[src/rtl/rnd_pkg.sv]
// Package for the RSSI noise detector: widths, codes, reset values and the
// measurement snapshot that travels from the front end to the back end.
// No dependencies.
package rnd_pkg;

	// Width of the sample counters; sums grow by the eight bits of a sample.
	localparam int COUNT_WIDTH = 16;
	localparam int SUM_W       = COUNT_WIDTH + 8;

	// Divider retires two quotient bits per cycle over a padded dividend.
	localparam int DIV_STEPS = (SUM_W + 1) / 2;
	localparam int DVD_W     = 2 * DIV_STEPS;
	localparam int STEP_W    = $clog2(DIV_STEPS);
	// Quotient magnitude never exceeds 128.
	localparam int QUO_W     = 9;

	typedef logic [COUNT_WIDTH-1:0] count_t;
	typedef logic [SUM_W-1:0]       sum_t;

	localparam count_t COUNT_MAX = '1;

	// Input operation codes.
	localparam logic OP_START  = 1'b0;
	localparam logic OP_SAMPLE = 1'b1;

	// Configuration register indexes.
	localparam int   CFG_IDX_W           = 1;
	localparam int   CFG_DATA_W          = 16;
	localparam logic CFG_NOISE_THRESHOLD = 1'b0;
	localparam logic CFG_MIN_HIGH_COUNT  = 1'b1;

	localparam logic signed [7:0] THRESHOLD_RESET = -8'sd80;
	localparam logic [15:0]       MIN_HIGH_RESET  = 16'd1;
	localparam logic signed [7:0] EMPTY_MEAN      = -8'sd127;

	// State of one measurement right after a request was applied.
	typedef struct packed {
		sum_t   sum_all;
		sum_t   sum_high;
		count_t cnt_all;
		count_t cnt_high;
		logic   high_noise;
	} snap_t;

endpackage

[src/rtl/rnd_front.sv]
// Front end of the RSSI noise detector: configuration registers, request
// intake and the running sums and counts. Depends on rnd_pkg.
module rnd_front (
	input  logic                           clk,
	input  logic                           arst_n,
	input  logic                           wr_en,
	input  logic [rnd_pkg::CFG_IDX_W-1:0]  wr_index,
	input  logic [rnd_pkg::CFG_DATA_W-1:0] wr_data,
	input  logic                           sample_valid,
	output logic                           sample_ready,
	input  logic                           op,
	input  logic signed [7:0]              rssi_sample,
	input  logic                           fifo_full,
	output logic                           push,
	output rnd_pkg::snap_t                 push_data
);

	logic signed [7:0] thr_q;
	logic [15:0]       min_high_q;
	rnd_pkg::sum_t     sum_all_q, sum_high_q;
	rnd_pkg::count_t   cnt_all_q, cnt_high_q;
	rnd_pkg::sum_t     sum_all_nx, sum_high_nx;
	rnd_pkg::count_t   cnt_all_nx, cnt_high_nx;
	rnd_pkg::sum_t     sample_ext;

	assign sample_ready = !fifo_full;
	assign push         = sample_valid && sample_ready;
	assign sample_ext   = rnd_pkg::SUM_W'(rssi_sample);

	always_comb begin
		sum_all_nx  = sum_all_q;
		sum_high_nx = sum_high_q;
		cnt_all_nx  = cnt_all_q;
		cnt_high_nx = cnt_high_q;
		case (op)
			rnd_pkg::OP_START: begin
				sum_all_nx  = '0;
				sum_high_nx = '0;
				cnt_all_nx  = '0;
				cnt_high_nx = '0;
			end
			rnd_pkg::OP_SAMPLE: begin
				// Drop timed-out reads; freeze a sum once its count saturates.
				if (rssi_sample != 8'sd0) begin
					if (rssi_sample > thr_q && cnt_high_q != rnd_pkg::COUNT_MAX) begin
						sum_high_nx = sum_high_q + sample_ext;
						cnt_high_nx = cnt_high_q + rnd_pkg::COUNT_WIDTH'(1);
					end
					if (cnt_all_q != rnd_pkg::COUNT_MAX) begin
						sum_all_nx = sum_all_q + sample_ext;
						cnt_all_nx = cnt_all_q + rnd_pkg::COUNT_WIDTH'(1);
					end
				end
			end
			default: begin
				sum_all_nx = sum_all_q;
			end
		endcase
	end

	always_comb begin
		push_data.sum_all    = sum_all_nx;
		push_data.sum_high   = sum_high_nx;
		push_data.cnt_all    = cnt_all_nx;
		push_data.cnt_high   = cnt_high_nx;
		push_data.high_noise = 32'(cnt_high_nx) >= 32'(min_high_q);
	end

	always_ff @(posedge clk or negedge arst_n) begin
		if (!arst_n) begin
			thr_q      <= rnd_pkg::THRESHOLD_RESET;
			min_high_q <= rnd_pkg::MIN_HIGH_RESET;
		end else if (wr_en) begin
			case (wr_index)
				rnd_pkg::CFG_NOISE_THRESHOLD: thr_q      <= wr_data[7:0];
				rnd_pkg::CFG_MIN_HIGH_COUNT:  min_high_q <= wr_data;
				default:                      thr_q      <= thr_q;
			endcase
		end
	end

	always_ff @(posedge clk or negedge arst_n) begin
		if (!arst_n) begin
			sum_all_q  <= '0;
			sum_high_q <= '0;
			cnt_all_q  <= '0;
			cnt_high_q <= '0;
		end else if (push) begin
			sum_all_q  <= sum_all_nx;
			sum_high_q <= sum_high_nx;
			cnt_all_q  <= cnt_all_nx;
			cnt_high_q <= cnt_high_nx;
		end
	end

endmodule

[src/rtl/rnd_fifo.sv]
// Short snapshot queue between the front end and the back end.
// Depends on rnd_pkg for the snapshot type.
module rnd_fifo (
	input  logic           clk,
	input  logic           arst_n,
	input  logic           push,
	input  rnd_pkg::snap_t push_data,
	input  logic           pop,
	output rnd_pkg::snap_t pop_data,
	output logic           full,
	output logic           empty
);

	localparam int DEPTH = 2;
	localparam int PTR_W = $clog2(DEPTH);
	localparam int CNT_W = $clog2(DEPTH + 1);

	rnd_pkg::snap_t    mem_q [DEPTH];
	logic [PTR_W-1:0]  wr_ptr_q, rd_ptr_q;
	logic [CNT_W-1:0]  cnt_q;

	assign full     = cnt_q == CNT_W'(DEPTH);
	assign empty    = cnt_q == '0;
	assign pop_data = mem_q[rd_ptr_q];

	always_ff @(posedge clk) begin
		if (push) begin
			mem_q[wr_ptr_q] <= push_data;
		end
	end

	always_ff @(posedge clk or negedge arst_n) begin
		if (!arst_n) begin
			wr_ptr_q <= '0;
			rd_ptr_q <= '0;
			cnt_q    <= '0;
		end else begin
			if (push) begin
				wr_ptr_q <= (wr_ptr_q == PTR_W'(DEPTH - 1)) ? '0 : wr_ptr_q + PTR_W'(1);
			end
			if (pop) begin
				rd_ptr_q <= (rd_ptr_q == PTR_W'(DEPTH - 1)) ? '0 : rd_ptr_q + PTR_W'(1);
			end
			if (push && !pop) begin
				cnt_q <= cnt_q + CNT_W'(1);
			end else if (pop && !push) begin
				cnt_q <= cnt_q - CNT_W'(1);
			end
		end
	end

endmodule

[src/rtl/rnd_back.sv]
// Back end of the RSSI noise detector: a shared radix-4 restoring divider
// that forms both averages, and the result register. Depends on rnd_pkg.
module rnd_back (
	input  logic                  clk,
	input  logic                  arst_n,
	input  logic                  fifo_empty,
	input  rnd_pkg::snap_t        fifo_data,
	output logic                  pop,
	output logic                  result_valid,
	input  logic                  result_ready,
	output logic [15:0]           total_samples,
	output logic [15:0]           high_samples,
	output logic signed [7:0]     mean_rssi,
	output logic signed [7:0]     mean_high_rssi,
	output logic                  high_noise
);

	localparam int CW = rnd_pkg::COUNT_WIDTH;

	typedef enum logic [3:0] {
		ST_IDLE     = 4'b0001,
		ST_DIV_ALL  = 4'b0010,
		ST_DIV_HIGH = 4'b0100,
		ST_DONE     = 4'b1000
	} state_t;

	state_t                      state_q;
	rnd_pkg::snap_t              cur_q;
	logic [rnd_pkg::DVD_W-1:0]   dvd_q;
	logic [CW-1:0]               rem_q;
	logic [rnd_pkg::QUO_W-1:0]   quo_q;
	logic [rnd_pkg::STEP_W-1:0]  step_q;
	logic                        neg_q;
	logic [CW-1:0]               div_q;
	logic signed [7:0]           mean_all_q, mean_high_q;

	logic                        load;
	rnd_pkg::sum_t               ld_sum, ld_mag;
	rnd_pkg::count_t             ld_cnt;
	logic [CW:0]                 r1, r2;
	logic                        q1, q2;
	logic [CW-1:0]               rem_nx;
	logic [rnd_pkg::QUO_W-1:0]   quo_nx;
	logic                        last_step;
	logic signed [7:0]           mean_nx;
	rnd_pkg::count_t             cur_cnt;
	logic                        out_free;

	function automatic logic [15:0] cnt_field(rnd_pkg::count_t c);
		logic [31:0] wide;
		wide = 32'(c);
		return wide[15:0];
	endfunction

	assign pop      = (state_q == ST_IDLE) && !fifo_empty;
	assign out_free = !result_valid || result_ready;

	// Operand of the next division: total from the queue head, high from the held entry.
	always_comb begin
		load   = pop || (state_q == ST_DIV_ALL && last_step);
		ld_sum = pop ? fifo_data.sum_all : cur_q.sum_high;
		ld_cnt = pop ? fifo_data.cnt_all : cur_q.cnt_high;
		ld_mag = ld_sum[rnd_pkg::SUM_W-1] ? (~ld_sum + rnd_pkg::SUM_W'(1)) : ld_sum;
	end

	// Two restoring steps per cycle on the magnitude of the sum.
	always_comb begin
		r1 = {rem_q, dvd_q[rnd_pkg::DVD_W-1]};
		q1 = r1 >= {1'b0, div_q};
		if (q1) begin
			r1 = r1 - {1'b0, div_q};
		end
		r2 = {r1[CW-1:0], dvd_q[rnd_pkg::DVD_W-2]};
		q2 = r2 >= {1'b0, div_q};
		if (q2) begin
			r2 = r2 - {1'b0, div_q};
		end
		rem_nx    = r2[CW-1:0];
		quo_nx    = {quo_q[rnd_pkg::QUO_W-3:0], q1, q2};
		last_step = step_q == rnd_pkg::STEP_W'(rnd_pkg::DIV_STEPS - 1);
		cur_cnt   = (state_q == ST_DIV_ALL) ? cur_q.cnt_all : cur_q.cnt_high;
		if (cur_cnt == '0) begin
			mean_nx = rnd_pkg::EMPTY_MEAN;
		end else if (neg_q) begin
			mean_nx = -quo_nx[7:0];
		end else begin
			mean_nx = quo_nx[7:0];
		end
	end

	always_ff @(posedge clk) begin
		if (pop) begin
			cur_q <= fifo_data;
		end
		if (load) begin
			dvd_q  <= rnd_pkg::DVD_W'(ld_mag);
			rem_q  <= '0;
			quo_q  <= '0;
			step_q <= '0;
			neg_q  <= ld_sum[rnd_pkg::SUM_W-1];
			div_q  <= ld_cnt;
		end else begin
			dvd_q  <= {dvd_q[rnd_pkg::DVD_W-3:0], 2'b00};
			rem_q  <= rem_nx;
			quo_q  <= quo_nx;
			step_q <= step_q + rnd_pkg::STEP_W'(1);
		end
		if (state_q == ST_DIV_ALL && last_step) begin
			mean_all_q <= mean_nx;
		end
		if (state_q == ST_DIV_HIGH && last_step) begin
			mean_high_q <= mean_nx;
		end
		if (state_q == ST_DONE && out_free) begin
			total_samples  <= cnt_field(cur_q.cnt_all);
			high_samples   <= cnt_field(cur_q.cnt_high);
			mean_rssi      <= mean_all_q;
			mean_high_rssi <= mean_high_q;
			high_noise     <= cur_q.high_noise;
		end
	end

	always_ff @(posedge clk or negedge arst_n) begin
		if (!arst_n) begin
			state_q      <= ST_IDLE;
			result_valid <= 1'b0;
		end else begin
			if (state_q == ST_DONE && out_free) begin
				result_valid <= 1'b1;
			end else if (result_ready) begin
				result_valid <= 1'b0;
			end
			case (state_q)
				ST_IDLE: begin
					if (pop) begin
						state_q <= ST_DIV_ALL;
					end
				end
				ST_DIV_ALL: begin
					if (last_step) begin
						state_q <= ST_DIV_HIGH;
					end
				end
				ST_DIV_HIGH: begin
					if (last_step) begin
						state_q <= ST_DONE;
					end
				end
				ST_DONE: begin
					if (out_free) begin
						state_q <= ST_IDLE;
					end
				end
				default: begin
					state_q <= ST_IDLE;
				end
			endcase
		end
	end

endmodule

[src/rtl/rssi_noise_detector.sv]
// Top level of the RSSI noise detector: front end, snapshot queue, back end.
// Depends on rnd_pkg, rnd_front, rnd_fifo and rnd_back.
//
// Usage:
//   Sample channel (sample_valid/sample_ready, op, rssi_sample): op = 0 opens a
//   new measurement window, op = 1 carries one RSSI reading in dBm; a reading
//   of zero is a timed-out read and leaves the window unchanged.
//   Result channel (result_valid/result_ready): one result per request, in
//   order, with both counts, both averages (-127 for an empty set) and the
//   high-noise flag.
//   Config port (wr_en, wr_index, wr_data): index 0 noise_threshold, index 1
//   min_high_count; write only while no request is in flight.
// Timing:
//   The front end applies a request in the cycle it is taken and queues the
//   updated sums and counts. The back end forms the two averages one after
//   the other on a shared divider that retires two quotient bits per cycle
//   and takes the next snapshot from the queue only once the last result is
//   registered; that divider sets the sustained rate.
// Reset clears the window and loads the config defaults (-80, 1). When the
// receiver stalls, hold the result; the queue keeps taking up to two more
// requests before sample_ready drops.
module rssi_noise_detector (
	input  logic                           clk,
	input  logic                           arst_n,
	input  logic                           wr_en,
	input  logic [rnd_pkg::CFG_IDX_W-1:0]  wr_index,
	input  logic [rnd_pkg::CFG_DATA_W-1:0] wr_data,
	input  logic                           sample_valid,
	output logic                           sample_ready,
	input  logic                           op,
	input  logic signed [7:0]              rssi_sample,
	output logic                           result_valid,
	input  logic                           result_ready,
	output logic [15:0]                    total_samples,
	output logic [15:0]                    high_samples,
	output logic signed [7:0]              mean_rssi,
	output logic signed [7:0]              mean_high_rssi,
	output logic                           high_noise
);

	// Snapshot path from front to back.
	logic           push, pop, fifo_full, fifo_empty;
	rnd_pkg::snap_t push_data, pop_data;

	// Take requests and keep the running window state.
	rnd_front u_front (
		.clk          (clk),
		.arst_n       (arst_n),
		.wr_en        (wr_en),
		.wr_index     (wr_index),
		.wr_data      (wr_data),
		.sample_valid (sample_valid),
		.sample_ready (sample_ready),
		.op           (op),
		.rssi_sample  (rssi_sample),
		.fifo_full    (fifo_full),
		.push         (push),
		.push_data    (push_data)
	);

	// Decouple intake from the divider so each side stalls on its own.
	rnd_fifo u_fifo (
		.clk       (clk),
		.arst_n    (arst_n),
		.push      (push),
		.push_data (push_data),
		.pop       (pop),
		.pop_data  (pop_data),
		.full      (fifo_full),
		.empty     (fifo_empty)
	);

	// Divide, then present the result until taken.
	rnd_back u_back (
		.clk            (clk),
		.arst_n         (arst_n),
		.fifo_empty     (fifo_empty),
		.fifo_data      (pop_data),
		.pop            (pop),
		.result_valid   (result_valid),
		.result_ready   (result_ready),
		.total_samples  (total_samples),
		.high_samples   (high_samples),
		.mean_rssi      (mean_rssi),
		.mean_high_rssi (mean_high_rssi),
		.high_noise     (high_noise)
	);

endmodule

[config.mk]
export PLATFORM = sky130hd
export DESIGN_NAME = rssi_noise_detector
export DESIGN_NICKNAME = d
export VERILOG_FILES = /design/src/rtl/rnd_pkg.sv /design/src/rtl/rnd_front.sv /design/src/rtl/rnd_fifo.sv /design/src/rtl/rnd_back.sv /design/src/rtl/rssi_noise_detector.sv
export SDC_FILE = /design/constraint.sdc
export NUM_CORES = 1
export LEC_CHECK = 0
export ABC_AREA = 1
export BUFFER_PORTS_ARGS = -buffer_cell sky130_fd_sc_hd__buf_2
export CORE_MARGIN = 2
export CORE_UTILIZATION = 47
export CTS_CLUSTER_SIZE = 24
export DETAILED_ROUTE_END_ITERATION = 16
export SKIP_CTS_REPAIR_TIMING = 1
export SLEW_MARGIN = 10
export SYNTH_ARGS = -nofsm -noshare
export SYNTH_HDL_FRONTEND = slang
export SYNTH_HIERARCHICAL = 1
export SYNTH_SLANG_ARGS = --single-unit
[constraint.sdc]
create_clock -name clk -period 6.6 [get_ports clk]
set_input_delay 0.66 -clock clk [delete_from_list [all_inputs] [get_ports clk]]
set_output_delay 0.66 -clock clk [all_outputs]
set_load 0.05 [all_outputs]
Word level (Yosys, flattened, before mapping):

Memory sizes are Yosys's and may differ from the RTL's.
Index checks and enable logic that the tools add are counted.

* reduce and logical (&&, ||, !) cells: 23
* add/sub/neg operators: 13
* bitwise logic cells: 3
* equality and inequality tests: 12
* multiplexer cells: 34
* order comparisons: 4

Operator list (count)
* 2-to-1 mux 24 bit: 7
* 2-to-1 mux 16 bit: 8
* case mux 24 bit (2 select lines): 2
* case mux 16 bit (2 select lines): 2
* adder 24 bit: 2
* greater-or-equal comparator 17 x 16 -> 1 bit: 2
* adder 16 x 1 -> 16 bit, second input constant: 2
* inequality test 16 bit, second input constant: 2
* subtractor 16 bit: 2
* adder 24 x 1 -> 24 bit, second input constant: 1
* inverter 24 bit: 1
* greater-or-equal comparator 16 bit: 1
* zero test 16 bit: 1
* 2-to-1 mux 4 bit: 4
* 2-to-1 mux 8 bit: 2
* case mux 4 bit (4 select lines): 1
* equality test 4 bit, second input constant: 2
* greater-than comparator 8 bit: 1
* logical AND 1 bit: 8
* inequality test 2 x 1 -> 1 bit, second input constant: 4
* negation 8 bit: 1
* nonzero test 8 bit: 1
* 2-to-1 mux 1 bit: 6
* zero test 1 bit: 5
* other kinds (15): 21

* output and inout bits: 51
* register bits: 302
* logic and storage cells: 119
* memory bits (writable): 162
* bits of input ports: 31
* memories: 1

Memory list
* u_fifo.mem_q: depth 2, width 81, rd ports 1, clocked after memory_dff 0, write ports 1, RTL line rnd_fifo.sv:18 `rnd_pkg::snap_t mem_q [DEPTH];`

Depth between registers and ports, before layout:

* word-level depth: 8
* mapped depth: 32
* mapped depth without buffers: 30

Cells and area by module:

The synthesis kept the hierarchy.

By module, submodules not included
* rnd_back: area each 9524.1 sq um, cells each 1027, sequential area each 5301.3 sq um, instances 1
* rnd_front: area each 9390.3 sq um, cells each 1476, sequential area each 2607.5 sq um, instances 1
* rnd_fifo: area each 6451.2 sq um, cells each 277, sequential area each 4964.8 sq um, instances 1

Worst setup path after synthesis:

No wires, ideal clock.

* path type: flip-flop to flip-flop
* start point: register u_fifo.cnt_q[1]
* end point: memory u_fifo/mem_q[0][0] (netlist name), enable pin
* required time: 6.078 ns
* stages on the path, launching flop included: 9
* library setup time: 0.522 ns
* arrival time: 4.882 ns
* buffers on the path: 1
* period minus slack after synthesis: 5.404 ns
* path slack: 1.196 ns
* cell sequence: dfrtp_1 -> inv_1 -> nor2_1 -> inv_1 -> nand2_1 -> inv_2 -> buf_2 -> inv_1 -> nor2_1

* cells in the longest elaborated chain, start to end: 5

RTL lines
* start, declared: RTL line rnd_fifo.sv:20 `logic [CNT_W-1:0] cnt_q;`
* start signal, assigned: RTL line rnd_fifo.sv:45 `cnt_q <= cnt_q + CNT_W'(1);`
* start signal, assigned: RTL line rnd_fifo.sv:47 `cnt_q <= cnt_q - CNT_W'(1);`
* equality test 2 bit: RTL line rnd_fifo.sv:22 `assign full = cnt_q == CNT_W'(DEPTH);`
* named net fifo_full: RTL line rssi_noise_detector.sv:42 `logic push, pop, fifo_full, fifo_empty;`
* zero test 1 bit: RTL line rnd_front.sv:26 `assign sample_ready = !fifo_full;`
* named net sample_ready: RTL line rssi_noise_detector.sv:29 `output logic sample_ready,`
* logical AND 1 bit: RTL line rnd_front.sv:27 `assign push = sample_valid && sample_ready;`
* named net push: RTL line rssi_noise_detector.sv:42
* 2-to-1 mux 1 bit: RTL line rnd_fifo.sv:27 `if (push) begin`
* 2-to-1 mux 1 bit (not written as such): RTL line rnd_fifo.sv:28 `mem_q[wr_ptr_q] <= push_data;`
* end, declared: RTL line rnd_fifo.sv:18

The timed path passes the listed nets, and every way through them passes these cells.

Final worst setup path:

* start point: register u_back.div_q[8]
* end point: register u_back.mean_all_q[6] (data pin)

* cells in the longest elaborated chain, start to end: 6
* elaborated cells between the ends (all ways): 7
* those cells by class: 2 x add/sub; 2 x order compare; 3 x mux

RTL lines
* start, declared: RTL line rnd_back.sv:34 `logic [CW-1:0] div_q;`
* start signal, assigned: RTL line rnd_back.sv:101 `div_q <= ld_cnt;`
* subtractor 16 bit / greater-or-equal comparator 17 x 16 -> 1 bit (equally long branches): RTL line rnd_back.sv:71, rnd_back.sv:69
* 2-to-1 mux 16 bit: RTL line rnd_back.sv:70 `if (q1) begin`
* greater-or-equal comparator 17 x 16 -> 1 bit: RTL line rnd_back.sv:74 `q2 = r2 >= {1'b0, div_q};`
* negation 8 bit *: RTL line rnd_back.sv:85 `mean_nx = -quo_nx[7:0];`
* 2-to-1 mux 8 bit *: RTL line rnd_back.sv:84 `end else if (neg_q) begin`
* 2-to-1 mux 8 bit *: RTL line rnd_back.sv:82 `if (cur_cnt == '0) begin`
* named net u_back.mean_nx[6]: RTL line rnd_back.sv:45 `logic signed [7:0] mean_nx;`
* end signal, assigned: RTL line rnd_back.sv:109 `mean_all_q <= mean_nx;`
* end, declared: RTL line rnd_back.sv:35 `logic signed [7:0] mean_all_q, mean_high_q;`

The timed path passes the listed nets; every way through them passes the cells marked *.
A chain may end at the register's enable or synchronous reset.

==> impl_metrics.tcl <==
set metrics [dict create \
    status "completed" \
    path_delay_family "simple AND/OR/NAND/NOR gates" \
    synth_edf_count 301 \
    overflow 0 \
    critPathMaxFanout 18 \
    crit_slowest_cell "nor2_2" \
    cp_slowest_stage_delay_ns 0.56 \
    nets 2997 \
    timing.fmax_mhz 206 \
    rows 85 \
    antenna_found_initial 2 \
    syn_inst 2780 \
    clockPowerShare 0.184 \
    grt_pass1_vias 18600 \
    place_hpwl_um 45500 \
    start_util 0.473 \
    viasPerCell 5.27 \
    ys_ff_latch 464 \
    chipWidth_um 236 \
    slew_violations 0 \
    finalCritPeriodShare 0.735 \
    min_period_ns 4.85 \
    grt_pass1_wl_um 99400 \
    synthDistinctLibCells 58 \
    hold_path_class "input pin to async pin" \
    p_int_mw 8.68 \
    vias 18900 \
    routed_wl_um 62400 \
    tns_ns 0 \
    cp.required_ns 6.96 \
    avgRoutedWirePerCell_um 17.4 \
    drive_gt1_frac 0.118 \
    antenna_left 0 \
    cts_sinks 464 \
    cts_tree "built" \
    area_growth_pct 10.3 \
    path_clk_slew_ns 0.06 \
    seq_area_frac_synth 0.508 \
    layout_commonest_cell "nand2_1" \
    cp_common_cell "nand2_1" \
    dieArea_mm2 0.0558 \
    grt_max_degree 98 \
    finClkSkew_ns 0.0381 \
    relSlewSlack 0.277 \
    hold_viol 0 \
    yosys_warnings 6 \
    cts_buffers 51 \
    p_seq_frac 0.311 \
    path_class "flop to flop" \
    synthesis.nets 2923 \
    fillCellCount 5026 \
    htreeDepth 2 \
    power_switching_mw 6.73 \
    mostFrequentLayoutCells "nand2_1, inv_1, edfxtp_1" \
    p_leak_nw 12.8 \
    grt_use_total 0.225 \
    drt-initial-drc-count 1556 \
    place_congestion 0.883 \
    synth_top_flop_cell "edfxtp_1" \
    io_buffers 81 \
    comb_power_share 0.505 \
    start_kind "flop" \
    synthesis.area_mm2 0.0254 \
    drc 0 \
    cap_viol_max_count 0 \
    clock_path_buffers 3 \
    ir_worst_vdd_uv 308 \
    synthArstFlopShare 0.244 \
    pin_count 82 \
    syn-mean-instance-area_um2 9.12 \
    power-per-cell-area_mw_per_mm2 551 \
    rsz0062_at_grt "no" \
    final_util 0.522 \
    firstDrtPassIters 6 \
    arrival_ns 5.21 \
    total_power_mw 15.4 \
    core_region_area_mm2 0.0536 \
    p_sw_frac 0.437 \
    die_y_um 236 \
    clock_latency_ns 0.61 \
    setup_viol 0 \
    cp_num_buf_inv 4 \
    cp-end-kind "flop" \
    worst_slew_pin_slew_ns 1.08 \
    cts-root-buf "clkbuf_16" \
]
==> metrics by stage <==
| stage | std cells | cell area [um2] | hold slack [ns] | setup WS, ns |
|---|---|---|---|---|
| floorplan | 2780 | 25400 | 0.364 | 1.20 |
| global placement | 3497 | 26300 | 0.405 | 1.91 |
| detailed placement | 3497 | 26300 | 0.405 | 1.83 |
| CTS | 3593 | 28000 | 0.178 | 1.81 |
| global route | 3593 | 28000 | 0.222 | 1.33 |
| finish | 3594 | 28000 | 0.168 | 1.75 |
==> final cells by class <==
cell class,instances,area [um2],share of cell area
Sequential cell,464,12900,0.460
Multi-Input combinational cell,1893,10700,0.382
Clock buffer,61,1360,0.0485
Inverter,345,1310,0.0468
Tap cell,696,871,0.0311
Timing Repair Buffer,99,543,0.0194
Clock inverter,35,332,0.0119
Antenna cell,1,2.50,0.0000895
==> cells by family (layout without fill, tap and decap cells) <==
family          after synthesis  in the layout  synth area share
compound gates              354            354            0.0767
fa+ha+maj                   112            112            0.0564
flops                       464            464             0.508
mux                          81             81            0.0476
buf+inv                     423            540            0.0724
other cells                   0              1                 0
xor+xnor                     62             62            0.0214
simple gates               1284           1284             0.218
==> layer usage <==
layer / vias up / global-route usage / wire length (um)
met5: - / 0 / 0
met4: 0 / 0.0552 / 1330
met3: 93 / 0.0289 / 2340
met2: 395 / 0.374 / 29300
met1: 9050 / 0.312 / 29500
li1: 9410 / - / -
==> flip-flops by register name, summed over array words and instances, names as in the netlist, 16 cells and up <==
| name | cells |
|---|---|
| u_back/dvd_q | 24 |
| u_front/min_high_q | 16 |
| u_front/cnt_all_q | 16 |
| u_back/rem_q | 16 |
| u_back/cur_q | 57 |
| u_front/sum_all_q | 24 |
| u_fifo/mem_q | 162 |
| u_back/high_samples | 16 |
| u_front/sum_high_q | 24 |
| u_front/cnt_high_q | 16 |
| u_back/total_samples | 16 |
| u_back/div_q | 16 |
==> path summary, 6_finish.rpt <==
check                                               start                            endpoint  slack (ns)  depth (start not counted)
worst min register to register  u_back/cur_q[0]$_DFFE_PP_         u_back/high_noise$_DFFE_PP_        0.41                          0
worst max register to register  u_back/div_q[8]$_DFFE_PN_      u_back/mean_all_q[6]$_DFFE_PP_        1.75                         26
max in group asynchronous                          arst_n   u_front/min_high_q[6]$_DFFE_PN0P_        5.05                          2
worst min-delay path                               arst_n  u_front/sum_high_q[22]$_DFFE_PN0P_        0.17                          1
min in group clk                              wr_data[14]  u_front/min_high_q[14]$_DFFE_PN0P_        0.31                          3
worst max-delay path            u_back/div_q[8]$_DFFE_PN_      u_back/mean_all_q[6]$_DFFE_PP_        1.75                         26
==> cell usage after synthesis (all sizes together) (7+ instances only) <==
library cell,number,share of area
o211ai,9,0.0027
clkbuf,27,0.0040
o21a,7,0.0021
nand2,712,0.11
ha,108,0.053
dfrtp,108,0.11
nor3,23,0.0047
mux2,81,0.048
nand3,184,0.037
xnor2,26,0.0090
inv,344,0.051
nor2,250,0.040
a21oi,133,0.027
nand3b,7,0.0022
and3,7,0.0017
nand4,58,0.015
or2,19,0.0047
nor4,10,0.0031
and2,13,0.0032
dfxtp,50,0.039
o21bai,7,0.0021
xor2,36,0.012
edfxtp,301,0.36
buf,51,0.017
o21ai,181,0.038
==> power by group through the flow <==
stage / sequential, mW / combinational, mW / clock (mW)
2_1_floorplan: 4.63 / 6.03 / 0
3_3_place_gp: 4.81 / 7.70 / 0
3_5_place_dp: 4.84 / 7.74 / 0
4_1_cts: 4.79 / 7.77 / 2.91
5_1_grt: 4.88 / 8.72 / 3.02
6_report: 4.79 / 7.78 / 2.84
(Power assumes the default switching activity.)
